## config.mk

```make
export PLATFORM = sky130hd
export DESIGN_NAME = sbds_quot
export DESIGN_NICKNAME = d
export VERILOG_FILES = /design/src/rtl/sbds_pkg.sv /design/src/rtl/sbds_quot.sv
export SDC_FILE = /design/constraint.sdc
export NUM_CORES = 2
export LEC_CHECK = 0
export ABC_AREA = 1
export BUFFER_PORTS_ARGS = -buffer_cell sky130_fd_sc_hd__buf_2
export CORE_MARGIN = 5
export CORE_UTILIZATION = 26
export CTS_BUF_LIST = sky130_fd_sc_hd__clkbuf_8
export DETAILED_ROUTE_END_ITERATION = 8
export GPL_TIMING_DRIVEN = 0
export PLACE_DENSITY = 0.44
export SYNTH_ARGS = -nofsm -noshare
export SYNTH_HDL_FRONTEND = slang
export SYNTH_SLANG_ARGS = --single-unit
```

## constraint.sdc

```tcl
create_clock -name clock -period 7 [get_ports clock]
set_input_delay 1.75 -clock clock [delete_from_list [all_inputs] [get_ports clock]]
set_output_delay 1.75 -clock clock [all_outputs]
set_load 0.01 [all_outputs]
```

## src/rtl/sbds_pkg.sv

```systemverilog
`timescale 1ns / 1ps
// ----------------------------------------------------------------------------
// sbds_pkg
// Shared constants, types and helpers for the serial baud divisor search.
// ----------------------------------------------------------------------------
package sbds_pkg;

   localparam int unsigned PRESCALER_COUNT = 4;
   localparam int unsigned SCALER_COUNT    = 16;
   localparam int unsigned CAND_COUNT      = PRESCALER_COUNT * SCALER_COUNT;
   localparam int unsigned CAND_BITS       = $clog2(CAND_COUNT);
   localparam int unsigned SCALER_BITS     = $clog2(SCALER_COUNT);
   localparam int unsigned PRESCALER_BITS  = $clog2(PRESCALER_COUNT);

   localparam logic [31:0] CLOCK_RESET = 32'd50000000;
   localparam logic [31:0] DIFF_START  = 32'hFFFF_FFFF;

   // reciprocal constants for divide by 3, 5 and 7 of a 32 bit word
   localparam logic [31:0] RECIP3 = 32'hAAAA_AAAB;
   localparam logic [31:0] RECIP5 = 32'hCCCC_CCCD;
   localparam logic [31:0] RECIP7 = 32'h2492_4925;

   // quotients of the module clock by 2, 3, 5, 7 in that order
   typedef logic [PRESCALER_COUNT-1:0][31:0] quot_vec_type;

   typedef struct packed {
      logic [31:0]          diff;
      logic [CAND_BITS-1:0] index;
   } cand_type;

   // lower index wins on equal difference
   function automatic cand_type pick_better(cand_type a, cand_type b);
      pick_better = (b.diff < a.diff) ? b : a;
   endfunction

   function automatic logic [31:0] abs_diff(logic [31:0] a, logic [31:0] b);
      abs_diff = (a >= b) ? (a - b) : (b - a);
   endfunction

endpackage

```

## src/rtl/sbds_quot.sv

```systemverilog
`timescale 1ns / 1ps
// ----------------------------------------------------------------------------
// sbds_quot
// Divides the module clock by each prescaler through reciprocal multiplies.
// ----------------------------------------------------------------------------
module sbds_quot (
   input  logic                  clock,
   input  logic                  reset,
   input  logic                  in_valid,
   input  logic [31:0]           in_clock_hz,
   input  logic [31:0]           in_baud,
   output logic                  out_valid,
   output sbds_pkg::quot_vec_type out_quot,
   output logic [31:0]           out_baud
);

   logic [63:0] prod3_in;
   logic [63:0] prod5_in;
   logic [63:0] prod7_in;

   logic        valid_ff;
   logic [31:0] clock_hz_ff;
   logic [31:0] baud_ff;
   logic [30:0] q3_ff;
   logic [29:0] q5_ff;
   logic [31:0] t7_ff;

   logic [31:0] diff7;
   logic [31:0] sum7;

   assign prod3_in = {32'b0, in_clock_hz} * {32'b0, sbds_pkg::RECIP3};
   assign prod5_in = {32'b0, in_clock_hz} * {32'b0, sbds_pkg::RECIP5};
   assign prod7_in = {32'b0, in_clock_hz} * {32'b0, sbds_pkg::RECIP7};

   always_ff @(posedge clock) begin
      if (reset) begin
         valid_ff <= 1'b0;
      end else begin
         valid_ff <= in_valid;
      end
   end

   always_ff @(posedge clock) begin
      clock_hz_ff <= in_clock_hz;
      baud_ff     <= in_baud;
      q3_ff       <= prod3_in[63:33];
      q5_ff       <= prod5_in[63:34];
      t7_ff       <= prod7_in[63:32];
   end

   // divide by 7 fixup: ((n - t) / 2 + t) / 4
   assign diff7 = clock_hz_ff - t7_ff;
   assign sum7  = {1'b0, diff7[31:1]} + t7_ff;

   assign out_valid   = valid_ff;
   assign out_baud    = baud_ff;
   assign out_quot[0] = {1'b0, clock_hz_ff[31:1]};
   assign out_quot[1] = {1'b0, q3_ff};
   assign out_quot[2] = {2'b0, q5_ff};
   assign out_quot[3] = {2'b0, sum7[31:2]};

   a_quot3 : assert property (@(posedge clock) disable iff (reset)
      valid_ff |-> ({2'b0, out_quot[1]} * 34'd3 <= {2'b0, clock_hz_ff})
                && ({2'b0, clock_hz_ff} - {2'b0, out_quot[1]} * 34'd3 < 34'd3))
      else $error("divide by 3 out of range");

   a_quot5 : assert property (@(posedge clock) disable iff (reset)
      valid_ff |-> ({3'b0, out_quot[2]} * 35'd5 <= {3'b0, clock_hz_ff})
                && ({3'b0, clock_hz_ff} - {3'b0, out_quot[2]} * 35'd5 < 35'd5))
      else $error("divide by 5 out of range");

   a_quot7 : assert property (@(posedge clock) disable iff (reset)
      valid_ff |-> ({3'b0, out_quot[3]} * 35'd7 <= {3'b0, clock_hz_ff})
                && ({3'b0, clock_hz_ff} - {3'b0, out_quot[3]} * 35'd7 < 35'd7))
      else $error("divide by 7 out of range");

endmodule

```

Word level (Yosys, flattened, before mapping). Index checks and enable logic that the tools add are counted.

Multipliers: 3. Add/subtract/negate cells: 2.

Operator list (count): 32-bit by 32-bit multiplier with 64-bit output (second input constant) (2); 32-bit by 30-bit multiplier with 62-bit output (second input constant) (1); 31-bit by 30-bit adder with 32-bit output (1); 32-bit by 30-bit subtractor with 32-bit output (1).

Output and inout port bits: 161. Bits in registers: 156. Bits of input ports: 67. Word-level logic and storage cells: 11.

Logic depth before layout (Yosys ltp).
Depth in word-level cells: 2. Mapped depth: 31. Mapped depth without buffers: 30.

Least setup slack after synthesis. OpenSTA, ideal clock, no wires.

Path kind: input port to flip-flop. Start: input in_clock_hz[6]. End: register q3_ff[22]. Path slack: -0.202 ns. Buffers on the path: 0. Data arrival time: 7.090 ns. Stages on the path: 26. Setup time: 0.112 ns. Data required time: 6.888 ns. Cells stage by stage: ha_1 > xnor2_1 > inv_1 > ha_1 > a21oi_1 > inv_1 > fa_1 > inv_1 > fa_1 > inv_1 > fa_1 > fa_1 > fa_1 > inv_1 > fa_1 > inv_1 > ha_1 > nand2_1 > nor2_1 > nand2_1 > nor2_1 > nand2_1 > nand3_1 > nand3_1 > nand3_1 > nand2_1.

Longest elaborated chain between the ends: 1.

Ends and longest elaborated chain: from (decl) (RTL line sbds_quot.sv:10) `input logic [31:0] in_clock_hz,`; 32-bit by 32-bit multiplier with 64-bit output (RTL line sbds_quot.sv:31) `assign prod3_in = {32'b0, in_clock_hz} * {32'b0, sbds_pkg::RECIP3};`; named net prod3_in[55] (RTL line sbds_quot.sv:17) `logic [63:0] prod3_in;`; to (signal assigned) (RTL line sbds_quot.sv:46) `q3_ff <= prod3_in[63:33];`; to (decl) (RTL line sbds_quot.sv:24) `logic [30:0] q3_ff;`.

The timed path passes the listed nets, and every way through them passes these cells. A chain may end at the register's enable or synchronous reset.

Final worst setup path.
Start: input in_clock_hz[13]. End: register q3_ff[15].

Same word-level chain as after synthesis.

==> impl_metrics.json <==
{
  "grt_antenna_before_repair": 4,
  "path_cells": "buf_16 > ha_4 > xnor2_4 > inv_4 > ha_1 > inv_2 > buf_4 > fa_1 > fa_1 > fa_1 > fa_1 > inv_1 > fa_1 > ha_1 > ha_1 > nand2_1 > inv_1 > nand2_1 > nor3_2 > nand2_1 > nor3_1 > nand2_1 > nand4_1 > nand2_2",
  "worstPathRequired_ps": 7540,
  "yosysWarnings": 0,
  "drtIter0Drc": 2823,
  "dieArea_um2": 232000,
  "yosysSeqAreaShare_pct": 5.40,
  "start_util_pct": 26.1,
  "synthAdderAreaFrac_pct": 56.6,
  "start_kind": "input pin",
  "drive_gt1_share_pct": 14.4,
  "final_common_cell": "inv_1",
  "hold_path.class": "in2reg",
  "worst_ep_arrival_time_ps": 7520,
  "max_freq_mhz": 143,
  "layoutNonFillerInstCount": 10800,
  "syn_avg_cell_area_um2": 7.82,
  "wirelength_um": 232000,
  "holdBufCountCts": 0,
  "tightest_slew_ps": 624,
  "overflow": 0,
  "finalCritPeriodShare_pct": 99.8,
  "port_buffers": 221,
  "ys_ff_latch": 156,
  "crit_path_end_kind": "flip-flop",
  "status": "completed",
  "grt_start_max_net_pins": 24,
  "die_w_um": 482,
  "max_stage_delay_ps": 560,
  "min_from": "in_baud[11]",
  "place_congestion": 0.961,
  "slew_headroom_pct": 58.0,
  "nets": 9939,
  "finalWorstSetupSlack_ps": 11.7,
  "maxCapViolCount": 0,
  "first_pass_iters": 8,
  "wl_per_cell_um": 21.4,
  "syn_area_um2": 57900,
  "vias": 47500,
  "h-tree-depth": 4,
  "num_rows": 173,
  "viasPerCell": 4.39,
  "grt_pass1_vias": 49600,
  "netlist_instances": 7402,
  "muxShareOfSynthArea_pct": 0,
  "area_growth_pct": 19.2,
  "drcViolationCount": 0,
  "finalMaxSlewViolations": 0,
  "grt_pass1_wl_um": 333000,
  "layout_min_cycle_time_ps": 6990,
  "dp_cells": 10600,
  "synth-compound-area-share_pct": 4.48,
  "synth_xor_area_share_pct": 2.12,
  "yosys.area_share.simple_pct": 16.9,
  "io_pins": 228,
  "cp_max_fo": 5,
  "dp_hpwl_um": 195000,
  "cts_buffer_depth": 2,
  "setup_viol": 0,
  "cts_root_buf": "clkbuf_8",
  "startpoint": "in_clock_hz[13]",
  "grt_use_total_pct": 19.7,
  "place_ws_ps": -2340,
  "final_cell_mix": "inv_1, nand2_1, fa_1",
  "synth_top_family_by_area": "adder cells",
  "drtAntennaViolNets": 0,
  "crit_top_cell": "fa_1",
  "path_class": "in2reg",
  "finalHoldViolCount": 0,
  "finalCoreUtilization_pct": 31.1,
  "core_area_um2": 222000,
  "die_y_um": 482,
  "crit_slowest_cell": "fa_1",
  "clk_pin_slew_worst_paths_ps": 130,
  "cts_buffers": 17,
  "synth_cell_types": 39,
  "clock-sinks": 156,
  "rsz0062_at_grt": "yes",
  "cts_tree": "built"
}
==> repair_timing <==
action | 4_1_cts | 5_1_grt
endpoints found under the setup margin | 91 | 63
gates cloned | 8 | 9
gates resized for setup | 397 | 472
buffers inserted | 50 | 130
pin swaps | 30 | 196
==> worst paths after layout <==
kind / endpoint / depth (start not counted) / slack [ps]
worst min-delay path: out_baud[11]$_DFF_P_ / 1 / 1160
worst max-delay path: q3_ff[15]$_DFF_P_ / 24 / 10
==> cell usage after synthesis, drive strengths merged <==
master  instances  area, µm²
inv          2165       8130
nand2        1688       6370
ha           1055      13200
fa            976      19500
nor2          382       1480
a21oi         264       1330
nand3         195        991
dfxtp         156       3120
o21ai         108        563
xor2          102        893
o21bai         53        405
nor3           51        350
nand4          45        282
xnor2          38        333
buf            37        278
a21o           21        158
or2            18        113
a21boi          8       63.8
nand3b          8       60.1
nor4            8       50.1
and2            7       43.8
o21a            5       37.5
and3            3       18.8
clkbuf          3       11.3
o22ai           2       12.5
a31oi           1       6.26
conb            1       3.75
nor3b           1       12.5
o211ai          1       12.5
==> sequential cells by signal, summed over array words and instances (netlist names) <==
signal / count
q5_ff: 30
clock_hz_ff: 32
out_baud: 32
t7_ff: 30
q3_ff: 31
out_valid: 1
==> logic make-up (layout without fill, tap and decap cells) <==
group           Yosys count  in the layout
simple gates           2406           2406
compound gates          463            463
flops                   156            156
other cells               1             10
xor+xnor                140            140
buf+inv                2205           2652
fa+ha+maj              2031           2031
==> per-stage QoR <==
step                hold WS (ps)  setup TNS (ps)  cell area [µm²]
floorplan                   1780           -36.4            58100
global placement            1850         -157350            62900
detailed placement          1850         -158980            62900
CTS                         1060           -5.57            65800
global route                1110           -1230            69000
finish                      1160               0            69000
==> area by class of cell <==
cell class / count / area (µm²)
diodes: 4 / 10.0
plain buffers: 37 / 278
clock buffers: 17 / 234
clock inverters: 15 / 209
fillers: 23800 / 153000
inverters: 2165 / 8190
multi-input cells: 5046 / 49600
flip-flops and latches: 156 / 3120
well taps: 2975 / 3720
repair buffers: 418 / 3620
==> critical path, delay by kind of cell <==
family / cells / cell delay, ps
buf+inv: 6 / 580
xor+xnor: 1 / 180
simple gates: 8 / 1100
fa+ha+maj: 9 / 3840
==> routing by layer <==
layer / wire length, µm / vias to the layer above / part of all wire, % / GRT usage [%]
met5: 13 / - / 0.0056 / 0
met4: 8430 / 2 / 3.6 / 5.70
met3: 9900 / 258 / 4.3 / 1.75
met2: 106000 / 1098 / 46 / 32.4
met1: 107000 / 23300 / 46 / 27.6
li1: - / 22900 / - / -
Power is left out: the tool's default activity adds up to more than one toggle a clock period on the data nets, which glitch-free logic cannot reach.
